<file path="config.mk">
export PLATFORM = sky130hd
export DESIGN_NAME = julian_gregorian_day_advance
export DESIGN_NICKNAME = d
export VERILOG_FILES = /design/src/jgda_pkg.sv /design/src/jgda_calendar.sv /design/src/julian_gregorian_day_advance.sv
export VERILOG_INCLUDE_DIRS = /design/src /design/src/src
export SDC_FILE = /design/constraint.sdc
export NUM_CORES = 1
export LEC_CHECK = 0
export BUFFER_PORTS_ARGS = -buffer_cell sky130_fd_sc_hd__buf_2
export CORE_MARGIN = 5
export CORE_UTILIZATION = 45
export DETAILED_ROUTE_END_ITERATION = 10
export PLACE_DENSITY = 0.67
export SYNTH_ARGS = -nofsm -noshare
export SYNTH_HDL_FRONTEND = slang
export SYNTH_SLANG_ARGS = --single-unit
</file>
<file path="constraint.sdc">
create_clock -name aclk -period 18 [get_ports aclk]
set_clock_uncertainty 0.1 [all_clocks]
set_input_delay 1.8 -clock aclk [delete_from_list [all_inputs] [get_ports aclk]]
set_output_delay 1.8 -clock aclk [all_outputs]
set_load 0.02 [all_outputs]
</file>
<file path="src/julian_gregorian_day_advance_macros.svh">
// ----------------------------------------------------------------------------
// Assertion macros for the Julian/Gregorian day advance block
// Checks are sampled on aclk and held off while aresetn is low.
// ----------------------------------------------------------------------------
`ifndef JULIAN_GREGORIAN_DAY_ADVANCE_MACROS_SVH
`define JULIAN_GREGORIAN_DAY_ADVANCE_MACROS_SVH

// check a condition at every edge
`define JGDA_ASSERT_NOW(label, cond, msg) \
    label: assert property (@(posedge aclk) disable iff (!aresetn) (cond)) \
        else $error(msg);

// check a condition in the cycle after a trigger
`define JGDA_ASSERT_NEXT(label, ante, cons, msg) \
    label: assert property (@(posedge aclk) disable iff (!aresetn) (ante) |=> (cons)) \
        else $error(msg);

`endif

</file>
<file path="src/jgda_pkg.sv">
// ----------------------------------------------------------------------------
// jgda_pkg
// Constants, types and month table shared by the day advance block.
// ----------------------------------------------------------------------------
`timescale 1ns / 1ps
`default_nettype none

package jgda_pkg;

    localparam logic [29:0] YEAR_MAX        = 30'd1000000000;
    localparam logic [29:0] GAP_YEAR        = 30'd1582;
    localparam logic [29:0] PRE_GAP_LAST4   = 30'd1578;
    localparam logic [29:0] BC_START        = 30'd4713;
    localparam logic [29:0] BC_CHUNK_MIN    = 30'd5;
    localparam logic [29:0] AD_CHUNK_LAST   = YEAR_MAX - 30'd400;
    localparam logic [29:0] DAYS_4Y         = 30'd1461;
    localparam logic [29:0] DAYS_400Y       = 30'd146097;
    localparam logic [29:0] YEARS_400       = 30'd400;
    localparam logic [29:0] YEARS_4         = 30'd4;
    localparam logic [8:0]  DAYS_COMMON     = 9'd365;
    localparam logic [8:0]  DAYS_LEAP       = 9'd366;
    localparam logic [8:0]  CYCLE_LAST      = 9'd399;
    localparam logic [8:0]  CYCLE_LEN       = 9'd400;
    localparam logic [4:0]  GAP_SKIP_DAY    = 5'd5;
    localparam logic [4:0]  GAP_RESUME_DAY  = 5'd15;
    localparam logic [3:0]  GAP_MONTH       = 4'd10;
    localparam logic [3:0]  MONTH_JAN       = 4'd1;
    localparam logic [3:0]  MONTH_DEC       = 4'd12;
    localparam logic [4:0]  MOD_SHIFT_TOP   = 5'd21;

    typedef enum logic [2:0] {
        ST_IDLE,
        ST_TOP,
        ST_CHUNK,
        ST_YEAR,
        ST_MONTH,
        ST_DAY,
        ST_MOD
    } state_t;

    typedef enum logic [2:0] {
        CMD_NONE,
        CMD_CHUNK,
        CMD_YEAR,
        CMD_MONTH,
        CMD_DAY
    } cmd_t;

    typedef struct packed {
        logic [4:0]  day;
        logic [3:0]  month;
        logic [29:0] year;
        logic        era_ad;
        logic        saturated;
        logic        jan_first;
        logic        gap_year;
        logic        gap_month;
        logic        sat_year;
        logic        chunk_ok;
        logic [29:0] chunk_len;
        logic [8:0]  year_len;
        logic [4:0]  month_len;
    } cal_status_t;

    function automatic logic [4:0] month_days(input logic [3:0] month, input logic leap);
        logic [4:0] d;
        case (month)
            4'd2:    d = leap ? 5'd29 : 5'd28;
            4'd4:    d = 5'd30;
            4'd6:    d = 5'd30;
            4'd9:    d = 5'd30;
            4'd11:   d = 5'd30;
            default: d = 5'd31;
        endcase
        return d;
    endfunction

endpackage

`default_nettype wire

</file>
<file path="src/jgda_calendar.sv">
// ----------------------------------------------------------------------------
// jgda_calendar
// Date registers and calendar rules; applies one step command per cycle.
// ----------------------------------------------------------------------------
`timescale 1ns / 1ps
`default_nettype none

module jgda_calendar (
    input  wire logic                 aclk,
    input  wire logic                 aresetn,
    input  wire jgda_pkg::cmd_t       cmd,
    output jgda_pkg::cal_status_t     status
);

    logic [4:0]  day_reg,   day_next;
    logic [3:0]  month_reg, month_next;
    logic [29:0] year_reg,  year_next;
    logic        era_reg,   era_next;
    logic        sat_reg,   sat_next;
    logic [8:0]  m400_reg,  m400_next;

    logic        leap;
    logic        post_gap;
    logic        gap_year;
    logic        gap_month;
    logic [4:0]  mlen;
    logic [5:0]  day_inc;

    logic [29:0] ny_year;
    logic        ny_era;
    logic        ny_sat;
    logic [8:0]  ny_m400;
    logic [8:0]  m400_plus4;

    always_comb begin
        gap_year  = era_reg && (year_reg == jgda_pkg::GAP_YEAR);
        gap_month = gap_year && (month_reg == jgda_pkg::GAP_MONTH);
        post_gap  = era_reg && (year_reg > jgda_pkg::GAP_YEAR);
        if (!era_reg) begin
            leap = (year_reg[1:0] == 2'd1);
        end else if (year_reg < jgda_pkg::GAP_YEAR) begin
            leap = (year_reg[1:0] == 2'd0);
        end else if (year_reg == jgda_pkg::GAP_YEAR) begin
            leap = 1'b0;
        end else begin
            leap = (m400_reg[1:0] == 2'd0) && (m400_reg != 9'd100)
                && (m400_reg != 9'd200) && (m400_reg != 9'd300);
        end
        mlen = jgda_pkg::month_days(month_reg, leap);

        status.day       = day_reg;
        status.month     = month_reg;
        status.year      = year_reg;
        status.era_ad    = era_reg;
        status.saturated = sat_reg;
        status.jan_first = (day_reg == 5'd1) && (month_reg == jgda_pkg::MONTH_JAN);
        status.gap_year  = gap_year;
        status.gap_month = gap_month;
        status.sat_year  = era_reg && sat_reg && (year_reg == jgda_pkg::YEAR_MAX);
        status.year_len  = leap ? jgda_pkg::DAYS_LEAP : jgda_pkg::DAYS_COMMON;
        status.month_len = mlen;
        status.chunk_len = post_gap ? jgda_pkg::DAYS_400Y : jgda_pkg::DAYS_4Y;
        if (post_gap) begin
            status.chunk_ok = (year_reg <= jgda_pkg::AD_CHUNK_LAST);
        end else if (era_reg) begin
            status.chunk_ok = (year_reg <= jgda_pkg::PRE_GAP_LAST4);
        end else begin
            status.chunk_ok = (year_reg >= jgda_pkg::BC_CHUNK_MIN);
        end
    end

    // year roll: count down in BC, cross into AD, saturate at the top
    always_comb begin
        ny_year = year_reg;
        ny_era  = era_reg;
        ny_sat  = sat_reg;
        ny_m400 = m400_reg;
        if (!era_reg) begin
            if (year_reg > 30'd1) begin
                ny_year = year_reg - 30'd1;
            end else begin
                ny_era  = 1'b1;
                ny_m400 = 9'd1;
            end
        end else if (year_reg >= jgda_pkg::YEAR_MAX) begin
            ny_year = jgda_pkg::YEAR_MAX;
            ny_sat  = 1'b1;
        end else begin
            ny_year = year_reg + 30'd1;
            ny_m400 = (m400_reg == jgda_pkg::CYCLE_LAST) ? 9'd0 : m400_reg + 9'd1;
        end
    end

    always_comb begin
        day_next   = day_reg;
        month_next = month_reg;
        year_next  = year_reg;
        era_next   = era_reg;
        sat_next   = sat_reg;
        m400_next  = m400_reg;
        day_inc    = {1'b0, day_reg} + 6'd1;
        m400_plus4 = m400_reg + 9'd4;
        if (m400_plus4 >= jgda_pkg::CYCLE_LEN) begin
            m400_plus4 = m400_plus4 - jgda_pkg::CYCLE_LEN;
        end
        case (cmd)
            jgda_pkg::CMD_CHUNK: begin
                if (post_gap) begin
                    year_next = year_reg + jgda_pkg::YEARS_400;
                end else if (era_reg) begin
                    year_next = year_reg + jgda_pkg::YEARS_4;
                    m400_next = m400_plus4;
                end else begin
                    year_next = year_reg - jgda_pkg::YEARS_4;
                end
            end
            jgda_pkg::CMD_YEAR: begin
                year_next = ny_year;
                era_next  = ny_era;
                sat_next  = ny_sat;
                m400_next = ny_m400;
            end
            jgda_pkg::CMD_MONTH, jgda_pkg::CMD_DAY: begin
                if ((cmd == jgda_pkg::CMD_DAY) && gap_month
                        && (day_inc == {1'b0, jgda_pkg::GAP_SKIP_DAY})) begin
                    day_next = jgda_pkg::GAP_RESUME_DAY;
                end else if ((cmd == jgda_pkg::CMD_DAY) && (day_inc <= {1'b0, mlen})) begin
                    day_next = day_inc[4:0];
                end else begin
                    day_next = 5'd1;
                    if (month_reg == jgda_pkg::MONTH_DEC) begin
                        month_next = jgda_pkg::MONTH_JAN;
                        year_next  = ny_year;
                        era_next   = ny_era;
                        sat_next   = ny_sat;
                        m400_next  = ny_m400;
                    end else begin
                        month_next = month_reg + 4'd1;
                    end
                end
            end
            default: begin
            end
        endcase
    end

    always_ff @(posedge aclk) begin
        if (!aresetn) begin
            day_reg   <= 5'd1;
            month_reg <= jgda_pkg::MONTH_JAN;
            year_reg  <= jgda_pkg::BC_START;
            era_reg   <= 1'b0;
            sat_reg   <= 1'b0;
            m400_reg  <= 9'd0;
        end else begin
            day_reg   <= day_next;
            month_reg <= month_next;
            year_reg  <= year_next;
            era_reg   <= era_next;
            sat_reg   <= sat_next;
            m400_reg  <= m400_next;
        end
    end

endmodule

`default_nettype wire

</file>
<file path="src/julian_gregorian_day_advance.sv">
// ----------------------------------------------------------------------------
// julian_gregorian_day_advance
// Calendar date counter from 1 January 4713 BC, advanced by a day count per
// input beat. One beat in, one date beat out.
//
// Input beat (s_*): s_tdata[29:0] holds the days to advance. The block takes
// one beat at a time; s_tready stays low until that beat's date is loaded
// into the output register.
// Output beat (m_*): m_tdata carries day, month and year; m_tuser carries
// the era and the saturation flag. The result waits in the output register
// while the receiver stalls, and the next input beat is taken meanwhile.
// Each step is a trial subtract on a shared 30-bit subtractor. A date moves
// by 400-year blocks (four-year blocks before 1583), then by whole years,
// months and single days, with a remainder pass of shifted subtracts in
// the last counted year.
// Reset: the date returns to 1 January 4713 BC, overflow clears, and any
// beat in progress or waiting at the output is dropped.
// ----------------------------------------------------------------------------
`timescale 1ns / 1ps
`default_nettype none

`include "julian_gregorian_day_advance_macros.svh"

module julian_gregorian_day_advance (
    input  wire logic        aclk,
    input  wire logic        aresetn,
    input  wire logic        s_tvalid,
    output logic             s_tready,
    input  wire logic [31:0] s_tdata,   // [29:0] advance_days, [31:30] zero
    output logic             m_tvalid,
    input  wire logic        m_tready,
    output logic [39:0]      m_tdata,   // [4:0] day_of_month, [8:5] month_number,
                                        // [38:9] year_number, [39] zero
    output logic [1:0]       m_tuser    // [0] era_ad, [1] overflow
);

    jgda_pkg::state_t      state_reg, state_next;
    logic [29:0]           rem_reg,   rem_next;
    logic [4:0]            sh_reg,    sh_next;
    logic                  m_tvalid_reg, m_tvalid_next;
    logic [39:0]           m_tdata_reg,  m_tdata_next;
    logic [1:0]            m_tuser_reg,  m_tuser_next;

    jgda_pkg::cmd_t        cmd;
    jgda_pkg::cal_status_t cal_status;

    logic [29:0]           amt;
    logic [30:0]           diff;
    logic                  fits;
    logic                  load_out;

    jgda_calendar u_calendar (
        .aclk    (aclk),
        .aresetn (aresetn),
        .cmd     (cmd),
        .status  (cal_status)
    );

    // shared subtractor: remaining days minus the span of the step under test
    always_comb begin
        case (state_reg)
            jgda_pkg::ST_CHUNK: amt = cal_status.chunk_len;
            jgda_pkg::ST_YEAR:  amt = {21'd0, cal_status.year_len};
            jgda_pkg::ST_MONTH: amt = {25'd0, cal_status.month_len};
            jgda_pkg::ST_DAY:   amt = 30'd1;
            jgda_pkg::ST_MOD:   amt = {21'd0, cal_status.year_len} << sh_reg;
            default:            amt = 30'd0;
        endcase
        diff = {1'b0, rem_reg} - {1'b0, amt};
        fits = !diff[30];
    end

    always_comb begin
        state_next = state_reg;
        rem_next   = rem_reg;
        sh_next    = sh_reg;
        cmd        = jgda_pkg::CMD_NONE;
        load_out   = 1'b0;
        case (state_reg)
            jgda_pkg::ST_IDLE: begin
                if (s_tvalid) begin
                    rem_next   = s_tdata[29:0];
                    state_next = jgda_pkg::ST_TOP;
                end
            end
            jgda_pkg::ST_TOP: begin
                if (rem_reg == 30'd0) begin
                    if (!m_tvalid_reg || m_tready) begin
                        load_out   = 1'b1;
                        state_next = jgda_pkg::ST_IDLE;
                    end
                end else if (cal_status.jan_first && !cal_status.gap_year) begin
                    if (cal_status.sat_year) begin
                        sh_next    = jgda_pkg::MOD_SHIFT_TOP;
                        state_next = jgda_pkg::ST_MOD;
                    end else begin
                        state_next = jgda_pkg::ST_CHUNK;
                    end
                end else begin
                    state_next = jgda_pkg::ST_MONTH;
                end
            end
            jgda_pkg::ST_CHUNK: begin
                if (cal_status.chunk_ok && fits) begin
                    rem_next   = diff[29:0];
                    cmd        = jgda_pkg::CMD_CHUNK;
                    state_next = jgda_pkg::ST_TOP;
                end else begin
                    state_next = jgda_pkg::ST_YEAR;
                end
            end
            jgda_pkg::ST_YEAR: begin
                if (fits) begin
                    rem_next   = diff[29:0];
                    cmd        = jgda_pkg::CMD_YEAR;
                    state_next = jgda_pkg::ST_TOP;
                end else begin
                    state_next = jgda_pkg::ST_MONTH;
                end
            end
            jgda_pkg::ST_MONTH: begin
                if ((cal_status.day == 5'd1) && !cal_status.gap_month && fits) begin
                    rem_next   = diff[29:0];
                    cmd        = jgda_pkg::CMD_MONTH;
                    state_next = jgda_pkg::ST_TOP;
                end else begin
                    state_next = jgda_pkg::ST_DAY;
                end
            end
            jgda_pkg::ST_DAY: begin
                rem_next   = diff[29:0];
                cmd        = jgda_pkg::CMD_DAY;
                state_next = jgda_pkg::ST_TOP;
            end
            jgda_pkg::ST_MOD: begin
                // wrap the count inside the last year, one shifted subtract a cycle
                if (fits) begin
                    rem_next = diff[29:0];
                end
                if (sh_reg == 5'd0) begin
                    state_next = (rem_next == 30'd0) ? jgda_pkg::ST_TOP : jgda_pkg::ST_MONTH;
                end else begin
                    sh_next = sh_reg - 5'd1;
                end
            end
            default: begin
                state_next = jgda_pkg::ST_IDLE;
            end
        endcase
    end

    always_comb begin
        m_tvalid_next = m_tvalid_reg;
        m_tdata_next  = m_tdata_reg;
        m_tuser_next  = m_tuser_reg;
        if (load_out) begin
            m_tvalid_next = 1'b1;
            m_tdata_next  = {1'b0, cal_status.year, cal_status.month, cal_status.day};
            m_tuser_next  = {cal_status.saturated, cal_status.era_ad};
        end else if (m_tready) begin
            m_tvalid_next = 1'b0;
        end
    end

    always_ff @(posedge aclk) begin
        if (!aresetn) begin
            state_reg    <= jgda_pkg::ST_IDLE;
            sh_reg       <= 5'd0;
            m_tvalid_reg <= 1'b0;
        end else begin
            state_reg    <= state_next;
            sh_reg       <= sh_next;
            m_tvalid_reg <= m_tvalid_next;
        end
    end

    always_ff @(posedge aclk) begin
        rem_reg     <= rem_next;
        m_tdata_reg <= m_tdata_next;
        m_tuser_reg <= m_tuser_next;
    end

    assign s_tready = (state_reg == jgda_pkg::ST_IDLE);
    assign m_tvalid = m_tvalid_reg;
    assign m_tdata  = m_tdata_reg;
    assign m_tuser  = m_tuser_reg;

    `JGDA_ASSERT_NEXT(a_busy_after_accept, s_tvalid && s_tready, !s_tready, "accepted beat left block ready")
    `JGDA_ASSERT_NOW(a_month_range, (cal_status.month >= 4'd1) && (cal_status.month <= 4'd12), "month out of range")
    `JGDA_ASSERT_NEXT(a_overflow_sticky, cal_status.saturated, cal_status.saturated, "overflow cleared")
    `JGDA_ASSERT_NOW(a_mod_last_year, (state_reg != jgda_pkg::ST_MOD) || cal_status.sat_year, "remainder pass outside last year")

endmodule

`default_nettype wire
</file>
Yosys cells after proc, flatten, opt, wreduce, memory -nomap -nowiden

Cells that the tools add are included.

Add/sub/neg operators: 12
$lt $le $gt $ge: 9
Equality and inequality tests: 41
Shift-type cells: 1
Mux-type cells: 76
Bitwise operators: 2
Reductions and logical operators: 41

Operator list:

| cell                    | number |
|---|---|
| $mux W30                | 13 |
| $pmux W30 S6            | 1 |
| $pmux W30 S5            | 1 |
| $mux W9                 | 10 |
| $pmux W30 S3            | 1 |
| $logic_not A30 Y1       | 2 |
| $sub A30 B30 Y31        | 1 |
| $add A30 B1 Y30 const B | 1 |
| $add A30 B3 Y30 const B | 1 |
| $add A30 B9 Y30 const B | 1 |
| $eq A30 B11 Y1 const B  | 1 |
| $eq A30 B30 Y1 const B  | 1 |
| $ge A30 B3 Y1 const B   | 1 |
| $ge A30 B30 Y1 const B  | 1 |
| $gt A30 B1 Y1 const B   | 1 |
| $gt A30 B11 Y1 const B  | 1 |
| $le A30 B11 Y1 const B  | 1 |
| $le A30 B30 Y1 const B  | 1 |
| $lt A30 B11 Y1 const B  | 1 |
| $mux W5                 | 6 |
| $shl A9 B5 Y30          | 1 |
| $sub A30 B1 Y30 const B | 1 |
| $sub A30 B3 Y30 const B | 1 |
| $mux W3                 | 9 |
| 50 further kinds        | 123 |

Bits in registers: 130
Bits of input ports: 36
Output and inout bits: 44
Logic and storage cells: 194

Depth between registers and ports, before layout

Gate-level depths: netlist of run 1.

Depth in word-level cells: 20
Depth in mapped cells: 31
Mapped depth without buffers: 27

Cells and area by module

Synthesis of run 1 repeated with hierarchy kept, for this count alone.

Cells, all modules: 1829
Area total of the unflattened synthesis: 14152.3 um^2

Modules (own cells, without submodules):

| module                       | times used | cells an instance | area each (um^2) |
|---|---|---|---|
| jgda_calendar                | 1          | 1077              | 7460.9 |
| julian_gregorian_day_advance | 1          | 752               | 6691.4 |

Worst setup path before layout of run 1

No wires, ideal clock.

Path kind: reg2reg
From: reg u_calendar.year_reg[13]
To: reg rem_reg[0], enable pin
Setup time: 0.503 ns
Data arrival time: 7.981 ns
Data required time: 17.397 ns
Setup slack: 9.416 ns
Stages on the path, launching flop included: 26
Buffers on the path: 3
Path through: dfxtp_1 buf_2 or3_1 or4_1 nand4_1 nand2_1 o221ai_1 o21a_1 inv_1 ha_1 nor2_1 nor2_1 a21oi_1 nor3_1 nor2_1 or3_1 ha_1 buf_2 nand2_1 nor3_1 nor4b_2 o31ai_4 o21ai_2 clkbuf_1 o21a_1 nor4b_1

Word-level cells in the longest chain between the ends: 12
Elaborated cells between the ends (all ways): 29
Classes of those cells: 1 x add/sub; 5 x order compare; 3 x eq/ne; 1 x shift; 10 x mux; 9 x reduce/logical

Ends and longest elaborated chain:

| item                                                      | RTL line                            | RTL |
|---|---|---|
| start: declaration                                        | jgda_calendar.sv:17                 | `logic [29:0] year_reg, year_next;` |
| start signal: assignment                                  | jgda_calendar.sv:151                | `year_reg <= jgda_pkg::BC_START;` |
| start signal: assignment                                  | jgda_calendar.sv:158                | `year_reg <= year_next;` |
| branches (longest 11 deep; another with $sub A30 B30 Y31) | n/a                                 |  |
| $reduce_and A4 Y1 (no source line) *                      | n/a                                 |  |
| end signal: assignment                                    | julian_gregorian_day_advance.sv:178 | `rem_reg <= rem_next;` |
| end: declaration                                          | julian_gregorian_day_advance.sv:38  | `logic [29:0] rem_reg, rem_next;` |

Every way passes the cells marked *.
A chain may end at the register's enable or synchronous reset.

Final worst setup path of run 1

From: reg u_calendar.year_reg[9]
To: reg state_reg[2]

Word-level cells in the longest chain between the ends: 14
Elaborated cells between the ends (all ways): 35
Classes of those cells: 1 x add/sub; 2 x order compare; 2 x eq/ne; 1 x shift; 18 x mux; 11 x reduce/logical

Ends and longest elaborated chain:

| item                                                      | RTL line                            | RTL |
|---|---|---|
| branches (longest 13 deep; another with $sub A30 B30 Y31) | n/a                                 |  |
| $pmux W3 S7 *                                             | julian_gregorian_day_advance.sv:79  | `case (state_reg)` |
| end signal: assignment                                    | julian_gregorian_day_advance.sv:167 | `state_reg <= jgda_pkg::ST_IDLE;` |
| end signal: assignment                                    | julian_gregorian_day_advance.sv:171 | `state_reg <= state_next;` |
| end: declaration                                          | julian_gregorian_day_advance.sv:37  | `jgda_pkg::state_t state_reg, state_next;` |

Every way passes the cells marked *. The select of a mux whose other input is x is not followed.

==> results of run 1 <==
final timing paths:
| kind | start | depth (start not counted) | slack (ns) | endpoint |
|---|---|---|---|---|
| hold / removal | u_calendar.day_reg[1] | 0 | 0.43 | m_tdata[1] |
| setup / recovery | u_calendar.year_reg[9] | 26 | 9.71 | state_reg[2] |
| hold reg to reg | u_calendar.day_reg[1] | 0 | 0.43 | m_tdata[1] |
| setup reg to reg | u_calendar.year_reg[9] | 26 | 9.71 | state_reg[2] |
area by class of cell:
cell class / count / area, um2 / area share
inverters: 53 / 199 / 0.0141
clock buffers: 18 / 429 / 0.0305
clock inverters: 13 / 164 / 0.0116
flip-flops and latches: 130 / 3310 / 0.236
well taps: 384 / 480 / 0.0341
repair buffers: 90 / 485 / 0.0345
multi-input cells: 1384 / 9000 / 0.640
critical path: stages, from the launching register on:
cell and delay (ns):
dfxtp_1 0.77, nand2_1 0.39, or4_1 0.59, nand4_1 0.18, nand2_1 0.19, o221ai_1 0.21
o21a_1 0.31, inv_1 0.10, ha_1 0.30, nor2_1 0.09, nor2_1 0.12, a21oi_1 0.09
nor3_1 0.21, nor2_1 0.06, or3_1 0.33, ha_1 0.51, nand3_1 0.14, nor4_2 0.39
nor4b_2 0.13, o31ai_4 0.39, o21ai_4 0.24, buf_4 0.30, nor4_1 0.51, nand4_1 0.18
or4_1 0.49, a211oi_1 0.62, o21ai_0 0.18
power breakdown:
group | switching (mW) | leakage, nW | internal, mW
clock | 0.153 | 0.280 | 0.218
sequential | 0.0237 | 1.17 | 0.333
combinational | 0.219 | 3.87 | 0.129
total | 0.395 | 5.31 | 0.680
Yosys cell counts (all sizes together) (26+ instances only):
library cell  number
o21ai            110
nand2            167
edfxtp            71
nor2             169
dfxtp             59
inv               53
xnor2             63
ha                89
clkbuf            90
a31oi             26
nor3              58
xor2              53
a21oi            138
nand4             31
nand3             58
nor4              26
cells by family after synthesis:
logic type	count (synthesis)	share of synthesized area
and+or+nand+nor	638	0.243
AOI/OAI and AO/OA	516	0.264
buffers and inverters	167	0.0518
DFF	130	0.256
xor gates and xnor gates	116	0.0785
adders and majority gates	91	0.0891
muxes	22	0.0173
other	1	0.000290
routing by layer:
layer	GRT usage	up-vias	routed length [um]
met5	0	-	0
met4	0.0652	0	775
li1	-	6257	-
met3	0.0400	52	2980
met2	0.392	529	18700
met1	0.340	6198	18600
metrics by stage:
stage | cells | setup slack, ns | util
detailed placement | 2041 | 9.92 | 0.472
CTS | 2072 | 9.88 | 0.493
finish | 2072 | 9.71 | 0.493
global placement | 2041 | 10.02 | 0.472
floorplan | 1681 | 9.42 | -
global route | 2072 | 9.18 | 0.493
==> flow_metrics.tcl, run 1 <==
set metrics [dict create \
    drc 0 \
    cts_tree "done" \
    area_growth_pct 8.74 \
    cts_buffer_depth 2 \
    start_kind "flop" \
    synth_area_leaders "edfxtp_1 16%, dfxtp_1 9.1%, ha_1 8.6%, a21oi_1 5.3%, nor2_1 4.9%" \
    final_cell_mix "167 x nand2_1, 166 x nor2_1, 138 x a21oi_1" \
    die_w_um 180 \
    wl_per_cell_um 19.8 \
    numCtsBuffers 17 \
    initial_core_util 0.453 \
    synth_seq_cells 130 \
    core_area_um2 28500 \
    portBuffers 76 \
    nets 1803 \
    grt_pass1_vias 12114 \
    period_needed_ns 8.29 \
    ys_seq_area_frac 0.256 \
    clk-insertion-delay-late_ns 0.44 \
    powerDensity_nw_per_um2 76.4 \
    max-slew-margin-rel 0.203 \
    fmax_ghz 0.121 \
    stdcell_area_um2 14100 \
    num_rows 62 \
    yosysTopAreaCellShare 0.165 \
    crit_path_end_kind "flop" \
    synth_cell_types 94 \
    die_area_um2 32200 \
    max_cap_viol_count 0 \
    syn_area_per_cell_um2 7.70 \
    ioPinCount 80 \
    ctsRootBufferMaster "clkbuf_16" \
    clk_pin_slew_ns 0.06 \
    synth_edf_count 71 \
    htree_levels 4 \
    ctsResizeCount 0 \
    ys_warn_count 0 \
    largest_register_ffs 39 \
    dpl.hpwl_mm 29.3 \
    drtIter0Drc 1388 \
    finalPower_mw 1.07 \
    placed_area_um2 13500 \
    drtPass1Iterations 5 \
    gr-total-overflow 0 \
    p_leak_nw 5.31 \
    grt_usage 0.244 \
    hold_violations 0 \
    ir_drop_v 0.0000422 \
    gp_congestion 0.944 \
    worstPathArrival_ns 8.48 \
    fp.dieH_um 180 \
    syn_area_um2 12900 \
    vias 13036 \
    holdBufCountCts 0 \
    cp_max_fo 30 \
    synth.largest_area_cell "edfxtp_1" \
    rsz0062_at_grt "false" \
    async_flop_share 0 \
    hold_path.class "flop to flop" \
    ys.flop_type "edfxtp_1" \
    worstSetupPathType "flop to flop" \
    routed_wl_mm 41.1 \
    drive_above_1_share 0.100 \
    cp.required_ns 18.19 \
    ant_nets 0 \
    grt_pass1_wl_mm 65.3 \
    antenna_found_initial 0 \
    vias_per_cell 6.29 \
    num_antenna_cells 0 \
    outcome "finished, final reports clean" \
    post-cts-setup-buffers 0 \
    grt_max_degree 47 \
    post-route-period-util 0.461 \
    finalSetupViolations 0 \
    fin_tns_setup_ns 0 \
    final_common_cell "nand2_1" \
    cts_sinks 130 \
    synth_nets 1808 \
    slew_violations 0 \
    synthCells 1681 \
    tightestPinTransition_ns 1.19 \
    n_fill_cell 2893 \
    hold_ws_ns 0.428 \
]
No activity file was read; power rests on OpenSTA's default activity.
==> run 2: changes to the inputs <==
- PLACE_DENSITY: 0.67 -> 0.69
- clock period: 18 -> 7.1 ns (I/O delays scaled with it)
==> run 2 against run 1 <==
Net effect: sequential share of layout area decreased by 0.85 points; global-route usage increased by 0.36 points; maximum frequency increased by 22%; first-iteration DRC count increased by 3.7%; die area unchanged; via count increased by 3.0%; largest power group is now combinational logic.
==> flow_metrics.tcl, run 2 (same netlist as run 1, synthesis figures left out) <==
set metrics [dict create \
    die_area_um2 32200 \
    vias_per_cell 6.30 \
    final_cells 2129 \
    p_leak_nw 5.63 \
    clk_pin_slew_ns 0.06 \
    ioPinCount 80 \
    wl_per_cell_um 19.7 \
    slew_violations 0 \
    powerDensity_nw_per_um2 189 \
    worstPathArrival_ns 7.03 \
    drive_above_1_share 0.134 \
    grt_pass1_vias 12144 \
    antenna_found_initial 0 \
    nets 1859 \
    max_cap_viol_count 0 \
    cts_buffer_depth 2 \
    area_growth_pct 12.8 \
    cp.required_ns 7.33 \
    grt_pass1_wl_mm 65.8 \
    portBuffers 76 \
    seqPwrFrac 0.325 \
    fin_tns_setup_ns 0 \
    vias 13421 \
    die_w_um 180 \
    drtPass1Iterations 6 \
    start_kind "flop" \
    ctsRootBufferMaster "clkbuf_16" \
    largest_register_ffs 39 \
    holdBufCountCts 0 \
    hold_path.class "flop to flop" \
    num_rows 62 \
    finalSetupViolations 0 \
    grt_usage 0.247 \
    clkPwrFrac 0.330 \
    core_area_um2 28500 \
    rsz0062_at_grt "false" \
    hold_violations 0 \
    num_antenna_cells 0 \
    dp_cells 2096 \
    routed_wl_mm 41.9 \
    htree_levels 4 \
    fp.dieH_um 180 \
    post-route-period-util 0.958 \
    ant_nets 0 \
    fmax_ghz 0.147 \
    utilization 0.511 \
    tightestPinTransition_ns 1.07 \
    grt_max_degree 46 \
    intPower_mw 1.73 \
    period_needed_ns 6.80 \
    gr-total-overflow 0 \
    power.switching_mw 1.03 \
    clk-insertion-delay-late_ns 0.44 \
    numCtsBuffers 17 \
    finalPower_mw 2.76 \
    cts_sinks 130 \
    max-slew-margin-rel 0.282 \
    crit_path_end_kind "flop" \
    outcome "finished, final reports clean" \
    drc 0 \
    final_cell_mix "167 x nor2_1, 167 x nand2_1, 138 x a21oi_1" \
    p_comb_frac 0.346 \
    worstSetupPathType "flop to flop" \
    cts_tree "done" \
    drtIter0Drc 1440 \
    power.share.switching 0.373 \
    initial_core_util 0.453 \
    cp_max_fo 6 \
    ir_drop_v 0.000156 \
    dpl.hpwl_mm 30.5 \
    gp_congestion 0.937 \
]
==> run 2: final timing paths <==
check                          start                     end  slack (ns)  cells after the start
max          u_calendar.year_reg[29]  u_calendar.m400_reg[1]        0.30                     22
min reg2reg    u_calendar.day_reg[1]              m_tdata[1]        0.43                      0
min            u_calendar.day_reg[1]              m_tdata[1]        0.43                      0
max reg2reg  u_calendar.year_reg[29]  u_calendar.m400_reg[1]        0.30                     22
==> run 2: power groups by stage <==
stage	combinational [mW]	clock (mW)	sequential (mW)
2_1_floorplan	0.666	0	0.885
3_3_place_gp	0.908	0	0.910
3_5_place_dp	0.913	0	0.909
4_1_cts	0.919	0.923	0.894
5_1_grt	1.04	0.950	0.899
6_report	0.955	0.910	0.897
==> run 2: final cells by class <==
type / count / area, um2
Clock inverter: 14 / 158
Clock buffer: 18 / 429
Timing Repair Buffer: 146 / 956
Tap cell: 384 / 480
Fill cell: 2825 / 13900
Sequential cell: 130 / 3310
Inverter: 53 / 199
Multi-Input combinational cell: 1384 / 9060
==> run 2: through the flow <==
step                      setup WS (ns)  area [um2]  hold slack, ns
final                             0.298       14600           0.427
after global routing             0.0232       14600           0.445
after CTS                         0.237       14500           0.428
after detailed placement          0.260       13900           0.416
after global placement            0.334       13900           0.403
after floorplan                   0.678       13000           0.306
==> run 2: timing repair <==
item | CTS | global route
endpoints found under the hold margin | 0 | 0
buffers inserted | 0 | 1
endpoints found under the setup margin | 0 | 18
gates resized for setup | 0 | 13
==> run 2: critical path: stages (launching register included) <==
cell and delay, ns:
dfxtp_1 0.31, or4_1 0.57, nor4_4 0.43, nand4_1 0.27, o221ai_1 0.26, o21a_1 0.24, o21ai_0 0.09, o21ai_0 0.28
nor2_1 0.07, o211ai_1 0.43, ha_1 0.26, inv_1 0.06, fa_1 0.45, a211oi_2 0.38, nor4_4 0.10, nor4b_4 0.34
o31ai_4 0.07, buf_4 0.19, o211a_1 0.33, a31o_2 0.33, a21oi_1 0.32, or3b_2 0.55, a31o_2 0.27
==> run 2: per-layer routing <==
metal  routed length [um]  up-vias  track usage  part of all wire
li1                     -     6369            -                 -
met1                19000     6397        0.348              0.45
met2                18900      592        0.394              0.45
met3                 3020       63       0.0329             0.072
met4                  958        0       0.0805             0.023
met5                    0        -            0                 0
